--- src/hw/rtl/dssm_pkg.sv ---
`timescale 1ns / 1ps
// ----------------------------------------------------------------------------
// dssm_pkg
// Shared codes and controller/datapath interface types for the dual stack.
// ----------------------------------------------------------------------------
package dssm_pkg;

	localparam int CMD_W    = 3;
	localparam int STATUS_W = 2;
	localparam int WORD_W   = 32;

	localparam logic [CMD_W-1:0] CMD_PUSH_ONE = 3'd0;
	localparam logic [CMD_W-1:0] CMD_PUSH_TWO = 3'd1;
	localparam logic [CMD_W-1:0] CMD_POP_ONE  = 3'd2;
	localparam logic [CMD_W-1:0] CMD_POP_TWO  = 3'd3;
	localparam logic [CMD_W-1:0] CMD_SHOW_ONE = 3'd4;
	localparam logic [CMD_W-1:0] CMD_SHOW_TWO = 3'd5;

	localparam logic [STATUS_W-1:0] STATUS_OK    = 2'd0;
	localparam logic [STATUS_W-1:0] STATUS_FULL  = 2'd1;
	localparam logic [STATUS_W-1:0] STATUS_EMPTY = 2'd2;

	// controller -> datapath
	typedef struct packed {
		logic accept;   // request taken this cycle
		logic rd_en;    // fetch next shown entry
	} dssm_ctl_t;

	// datapath -> controller
	typedef struct packed {
		logic cmd_valid;  // known command, gives a result
		logic show_go;    // show of a non-empty stack
		logic out_last;   // held result is the final one
	} dssm_sts_t;

endpackage

--- src/hw/rtl/dssm_ctrl.sv ---
`timescale 1ns / 1ps
// ----------------------------------------------------------------------------
// dssm_ctrl
// Sequencer: takes one request at a time, paces reads and result hand-off.
// ----------------------------------------------------------------------------
module dssm_ctrl import dssm_pkg::*; (
	input  logic      clk,
	input  logic      arst_n,
	input  logic      s_tvalid,
	output logic      s_tready,
	output logic      m_tvalid,
	input  logic      m_tready,
	input  dssm_sts_t sts,
	output dssm_ctl_t ctl
);

	localparam logic [1:0] ST_IDLE = 2'd0;
	localparam logic [1:0] ST_READ = 2'd1;
	localparam logic [1:0] ST_OUT  = 2'd2;

	logic [1:0] state_q;
	logic [1:0] state_d;

	assign s_tready = (state_q == ST_IDLE);
	assign m_tvalid = (state_q == ST_OUT);

	always_comb begin
		state_d    = state_q;
		ctl.accept = 1'b0;
		ctl.rd_en  = 1'b0;
		case (state_q)
			ST_IDLE: begin
				if (s_tvalid) begin
					ctl.accept = 1'b1;
					if (!sts.cmd_valid) begin
						state_d = ST_IDLE;
					end else if (sts.show_go) begin
						state_d = ST_READ;
					end else begin
						state_d = ST_OUT;
					end
				end
			end
			ST_READ: begin
				ctl.rd_en = 1'b1;
				state_d   = ST_OUT;
			end
			ST_OUT: begin
				if (m_tready) begin
					if (sts.out_last) begin
						state_d = ST_IDLE;
					end else begin
						// fetch the next entry as this one leaves
						ctl.rd_en = 1'b1;
					end
				end
			end
			default: begin
				state_d = ST_IDLE;
			end
		endcase
	end

	always_ff @(posedge clk or negedge arst_n) begin
		if (!arst_n) begin
			state_q <= ST_IDLE;
		end else begin
			state_q <= state_d;
		end
	end

endmodule

--- src/hw/rtl/dssm_datapath.sv ---
`timescale 1ns / 1ps
// ----------------------------------------------------------------------------
// dssm_datapath
// Shared store, stack counts, show pointer and result register.
// ----------------------------------------------------------------------------
module dssm_datapath import dssm_pkg::*; #(
	parameter int DEPTH = 16
) (
	input  logic                       clk,
	input  logic                       arst_n,
	input  logic [CMD_W-1:0]           cmd,
	input  logic signed [WORD_W-1:0]   push_value,
	input  dssm_ctl_t                  ctl,
	output dssm_sts_t                  sts,
	output logic [STATUS_W-1:0]        status,
	output logic signed [WORD_W-1:0]   read_value,
	output logic                       last
);

	localparam int AW = (DEPTH > 1) ? $clog2(DEPTH) : 1;
	localparam int CW = $clog2(DEPTH + 1);
	localparam logic [CW-1:0] DEPTH_C = CW'(DEPTH);

	logic [WORD_W-1:0] mem [DEPTH];

	logic [CW-1:0]       lower_q;
	logic [CW-1:0]       upper_q;
	logic [AW-1:0]       ptr_q;
	logic                dir_up_q;
	logic [CW-1:0]       remain_q;
	logic [STATUS_W-1:0] status_q;
	logic                last_q;
	logic                sel_mem_q;
	logic [WORD_W-1:0]   rd_data_q;

	logic          upper_sel;
	logic          is_push;
	logic          is_pop;
	logic          is_show;
	logic [CW-1:0] sel_count;
	logic          full;
	logic          empty;
	logic          do_write;
	logic [AW-1:0] wr_addr;
	logic [CW-1:0] up_push_pos;
	logic [CW-1:0] up_top_pos;
	logic [CW-1:0] lo_top_pos;

	assign upper_sel = cmd inside {CMD_PUSH_TWO, CMD_POP_TWO, CMD_SHOW_TWO};
	assign is_push   = cmd inside {CMD_PUSH_ONE, CMD_PUSH_TWO};
	assign is_pop    = cmd inside {CMD_POP_ONE, CMD_POP_TWO};
	assign is_show   = cmd inside {CMD_SHOW_ONE, CMD_SHOW_TWO};

	assign sel_count = upper_sel ? upper_q : lower_q;
	assign full      = ({1'b0, lower_q} + {1'b0, upper_q}) >= {1'b0, DEPTH_C};
	assign empty     = (sel_count == '0);

	assign up_push_pos = DEPTH_C - upper_q - CW'(1);
	assign up_top_pos  = DEPTH_C - upper_q;
	assign lo_top_pos  = lower_q - CW'(1);

	assign do_write = ctl.accept && is_push && !full;
	assign wr_addr  = upper_sel ? up_push_pos[AW-1:0] : lower_q[AW-1:0];

	assign sts.cmd_valid = is_push || is_pop || is_show;
	assign sts.show_go   = is_show && !empty;
	assign sts.out_last  = last_q;

	assign status     = status_q;
	assign last       = last_q;
	assign read_value = sel_mem_q ? $signed(rd_data_q) : '0;

	always_ff @(posedge clk) begin
		if (do_write) begin
			mem[wr_addr] <= push_value;
		end
		if (ctl.rd_en) begin
			rd_data_q <= mem[ptr_q];
		end
	end

	always_ff @(posedge clk or negedge arst_n) begin
		if (!arst_n) begin
			lower_q <= '0;
			upper_q <= '0;
		end else if (ctl.accept) begin
			if (is_push && !full) begin
				if (upper_sel) begin
					upper_q <= upper_q + CW'(1);
				end else begin
					lower_q <= lower_q + CW'(1);
				end
			end else if (is_pop && !empty) begin
				if (upper_sel) begin
					upper_q <= upper_q - CW'(1);
				end else begin
					lower_q <= lower_q - CW'(1);
				end
			end
		end
	end

	// result register and show walk; payload only, no reset needed
	always_ff @(posedge clk) begin
		if (ctl.accept) begin
			last_q    <= 1'b1;
			sel_mem_q <= 1'b0;
			dir_up_q  <= upper_sel;
			remain_q  <= sel_count;
			ptr_q     <= upper_sel ? up_top_pos[AW-1:0] : lo_top_pos[AW-1:0];
			if (is_push) begin
				status_q <= full ? STATUS_FULL : STATUS_OK;
			end else begin
				status_q <= empty ? STATUS_EMPTY : STATUS_OK;
			end
		end else if (ctl.rd_en) begin
			// stack two walks upward from its top, stack one downward
			ptr_q     <= dir_up_q ? ptr_q + AW'(1) : ptr_q - AW'(1);
			remain_q  <= remain_q - CW'(1);
			last_q    <= (remain_q == CW'(1));
			sel_mem_q <= 1'b1;
			status_q  <= STATUS_OK;
		end
	end

endmodule

--- src/hw/rtl/dual_stack_shared_memory_top.sv ---
`timescale 1ns / 1ps
// Push/pop: result valid in the cycle after the request; next request taken the cycle after
//   the result is taken.
// Show of n entries: first entry after the request and a read state, then one entry per cycle
//   while the sink is ready, paced by the registered read port of the store.
// Unknown commands are taken with no result.
// Reset clears both stack counts at once; store contents stay undefined, no clearing pass.
// ----------------------------------------------------------------------------
// dual_stack_shared_memory_top
// Two stacks growing towards each other in one shared store, stream interface.
// ----------------------------------------------------------------------------
module dual_stack_shared_memory_top import dssm_pkg::*; #(
	parameter int DEPTH = 16
) (
	input  logic        clk,
	input  logic        arst_n,
	input  logic        s_tvalid,
	output logic        s_tready,
	input  logic [31:0] s_tdata,   // [31:0] push_value
	input  logic [2:0]  s_tuser,   // [2:0] cmd
	output logic        m_tvalid,
	input  logic        m_tready,
	output logic [31:0] m_tdata,   // [31:0] read_value
	output logic [1:0]  m_tuser,   // [1:0] status
	output logic        m_tlast
);

	dssm_ctl_t ctl;
	dssm_sts_t sts;

	logic signed [WORD_W-1:0] read_value;

	dssm_ctrl u_ctrl (
		.clk      (clk),
		.arst_n   (arst_n),
		.s_tvalid (s_tvalid),
		.s_tready (s_tready),
		.m_tvalid (m_tvalid),
		.m_tready (m_tready),
		.sts      (sts),
		.ctl      (ctl)
	);

	dssm_datapath #(
		.DEPTH (DEPTH)
	) u_datapath (
		.clk        (clk),
		.arst_n     (arst_n),
		.cmd        (s_tuser),
		.push_value ($signed(s_tdata)),
		.ctl        (ctl),
		.sts        (sts),
		.status     (m_tuser),
		.read_value (read_value),
		.last       (m_tlast)
	);

	assign m_tdata = $unsigned(read_value);

endmodule
--- config.mk ---
export PLATFORM = sky130hd
export DESIGN_NAME = dual_stack_shared_memory_top
export DESIGN_NICKNAME = d
export VERILOG_FILES = /design/src/hw/rtl/dssm_pkg.sv /design/src/hw/rtl/dssm_ctrl.sv /design/src/hw/rtl/dssm_datapath.sv /design/src/hw/rtl/dual_stack_shared_memory_top.sv
export SDC_FILE = /design/constraint.sdc
export NUM_CORES = 1
export LEC_CHECK = 0
export ABC_AREA = 1
export CORE_MARGIN = 1.5
export CORE_UTILIZATION = 45
export CTS_CLUSTER_SIZE = 8
export DETAILED_ROUTE_END_ITERATION = 16
export DONT_BUFFER_PORTS = 1
export PLACE_DENSITY = 0.65
export SETUP_SLACK_MARGIN = 0.15
export SYNTH_ARGS = -nofsm -noshare
export SYNTH_HDL_FRONTEND = slang
export SYNTH_SLANG_ARGS = --single-unit
--- constraint.sdc ---
create_clock -name clk -period 8.9 [get_ports clk]
set_clock_uncertainty 0.2 [all_clocks]
set_input_delay 2.225 -clock clk [delete_from_list [all_inputs] [get_ports clk]]
set_output_delay 2.225 -clock clk [all_outputs]
set_load 0.1 [all_outputs]
==> results.yml <==
layout:
  area_growth_pct: 12.2
  drive_above_1_share_pct: 8.77
  final_util_pct: 51.4
  multi_input_area_um2: 5410
  mostFrequentLayoutCell: "edfxtp_1"
  fin_nets: 1662
  seq_area_um2: 17000
  fill_cells: 4095
  diodes: 0
  layout_common_cells: "edfxtp_1 (556), nor2_1 (181), o21ai_0 (143)"
grt:
  antenna_found_initial: 2
  grt_pass1_vias: 13400
  grt_first_pass_wirelength_mm: 78.9
  overflow: 0
  globalRouteTotalUtil_pct: 19.6
  grt_start_max_net_pins: 259
power_and_ir_drop:
  ir_drop_mv: 0.211
  netSwitchingFraction_pct: 34.7
  power.share.sequential_pct: 39.2
  p_leak_nw: 8.94
  power_density_nw_per_um2: 321
  switching_power_mw: 2.88
  clockPowerShare_pct: 32.5
  power_frac_comb_pct: 28.4
  internal_power_mw: 5.43
  power_mw: 8.31
timing:
  worst_slew_pin_slew_ps: 1230
  rsz0062_at_grt: "false"
  period_needed_ps: 4810
  maxSlewViolCount: 0
  post-route-period-util_pct: 54.1
  max_slew_margin_pct: 17.8
  layout_setup_ws_ps: 4090
  fin_hold_ws_ps: 314
  max_clock_freq_mhz: 208
  finalSetupTns_ps: 0
  setup_viol: 0
  final_hold_viol_count: 0
clocking:
  cts_tree: "yes"
  cts_root_buf: "clkbuf_16"
  clkSlewWorstSetupHoldPaths_ps: 50
  postCtsSetupBuffers: 0
  cts_buffers: 81
  ctsResizeCount: 0
  clk_path_buf_depth: 3
  htree_levels: 3
  cts.sinks: 570
  hold_buffers: 0
  clk_latency_ps: 610
routing:
  finalWirelength_mm: 51.9
  first_iter_violations: 1111
  wl_per_cell_um: 22.6
  first_pass_iters: 5
  num_vias: 13300
  via_per_inst: 5.80
  drc: 0
  antenna_left: 0
floorplan:
  dieArea_um2: 52700
  core_area_um2: 50400
  io_pins: 76
  die-height_um: 230
  start_util_pct: 45.8
  rows: 82
  die_x_um: 230
synthesis:
  synth_top_area_share_pct: 72.3
  ys_types: 40
  yosys_warnings: 0
  synth.area.top_cells: "edfxtp_1 (72%), mux2i_1 (4.7%), o221ai_1 (4.1%)"
  syn_avg_cell_area_um2: 14.4
  syn-num-nets: 1661
  synth_area_um2: 23100
  yosys.area.top_type: "edfxtp_1"
  synth_seq_cells: 570
  synthCells: 1603
  ys_seq_area_share_pct: 73.8
hold_path:
  hp-start: "u_datapath.lower_q[4]"
  holdPathEnd: "u_datapath.lower_q[4]"
  holdPathStages: 2
  min_path_type: "reg2reg"
place:
  gp_congestion: 0.780
  pre_cts_ws_ps: 3620
  port_buffers: 0
  hpwl_mm: 27.4
worst_setup_path:
  worstPathArrival_ps: 2390
  rr_startpoint: "u_ctrl.state_q[0]"
  r2r_cells: 8
  path_max_fanout: 33
  crit_family: "flip-flops"
  cp.required_ps: 6480
  slowest_stage: "dfxtp_2"
  worst-path-buf-inv: 1
  critical-path-max-stage-delay_ps: 940
  reg2reg_slack_ps: 4180
  startpoint_type: "register"
  r2r-end: "u_datapath.mem[0][24]"
  crit_path_cell_trace: "nand2_1 > inv_1"
  path_class: "reg2out"
  crit_path_end_kind: "output port"
status:
  status: "finished, final reports clean"
run:
  maxCapViolCount: 0
==> worst max path at each step <==
stage,slack (ps),end,cells past startpoint,startpoint
6_report,4090,m_tdata[31],2,u_datapath.sel_mem_q
5_1_grt,3920,u_datapath.mem[0][22],8,u_ctrl.state_q[0]
4_1_cts,3960,m_tdata[31],2,u_datapath.sel_mem_q
3_5_place_dp,3620,u_datapath.mem[0][24],6,s_tvalid
3_3_place_gp,3650,u_datapath.mem[0][24],6,s_tvalid
2_1_floorplan,3910,u_datapath.mem[13][0],5,s_tuser[1]
==> state kept, by name (all words and copies together), names as in the netlist <==
signal and cells:
u_datapath.sel_mem_q 1, u_datapath.last 1, u_datapath.remain_q 5, u_datapath.dir_up_q 1, u_datapath.ptr_q 4, u_ctrl.state_q 2, u_datapath.mem 512, u_datapath.status 2
u_datapath.upper_q 5, u_datapath.lower_q 5, u_datapath.rd_data_q 32
==> per-stage QoR <==
step | std cells | instance area, µm²
floorplan | 1603 | 23100
global placement | 2193 | 23700
detailed placement | 2193 | 23700
CTS | 2291 | 25900
global route | 2291 | 25900
finish | 2291 | 25900
==> worst register-to-register path, stage by stage (launching register included) <==
cell	delay (ps)
dfrtp_1	390
inv_1	110
ha_1	880
nand2_1	560
inv_1	420
nand4_2	220
nor2_1	210
nand2_1	270
nor2_4	1010
==> kinds of logic after synthesis <==
| family | synth area share (%) |
|---|---|
| compound gates | 9.19 |
| xor+xnor | 0.683 |
| fa+ha+maj | 1.09 |
| buf+inv | 3.33 |
| flops | 73.8 |
| mux | 4.72 |
| simple gates | 7.21 |
==> Yosys cell counts, drive strengths merged <==
master    n
xor2     13
xnor2     5
nand4     3
mux2i   109
a31o      1
o22ai     2
dfxtp     2
o21a      1
a211oi    1
o211ai   21
a21o      1
a31oi     1
ha       17
dfrtp    12
o21bai    1
o21ai   148
clkbuf   64
nand2   136
nor2    197
clkinv    1
nor3      2
a21oi     6
inv      68
nand3    66
edfxtp  556
o221ai  108
nor4      1
fa        2
o32ai    20
buf      38
==> power groups by stage <==
stage / Clock [mW] / Sequential [mW] / Combinational, mW
final: 2.70 / 3.25 / 2.36
after global routing: 2.84 / 3.27 / 2.58
after detailed placement: 0 / 3.30 / 2.35
after global placement: 0 / 3.30 / 2.32
after floorplan: 0 / 3.24 / 1.86
after CTS: 2.75 / 3.26 / 2.37
==> layout make-up <==
type                            instances  area share, %
Clock buffer                           91           8.13
Multi-Input combinational cell        862           20.9
Sequential cell                       570           65.7
Tap cell                              672           3.24
Clock inverter                          7          0.323
Timing Repair Buffer                   20          0.676
Inverter                               69           1.01
==> layer usage <==
layer	vias to the layer above	share of wire, %	global-route usage [%]
li1	6052	-	-
met1	6705	43	25.7
met2	441	49	32.8
met3	87	5.7	3.44
met4	0	2.5	7.26
met5	-	0	0
Note: power is estimated with default switching activity, not from simulation.
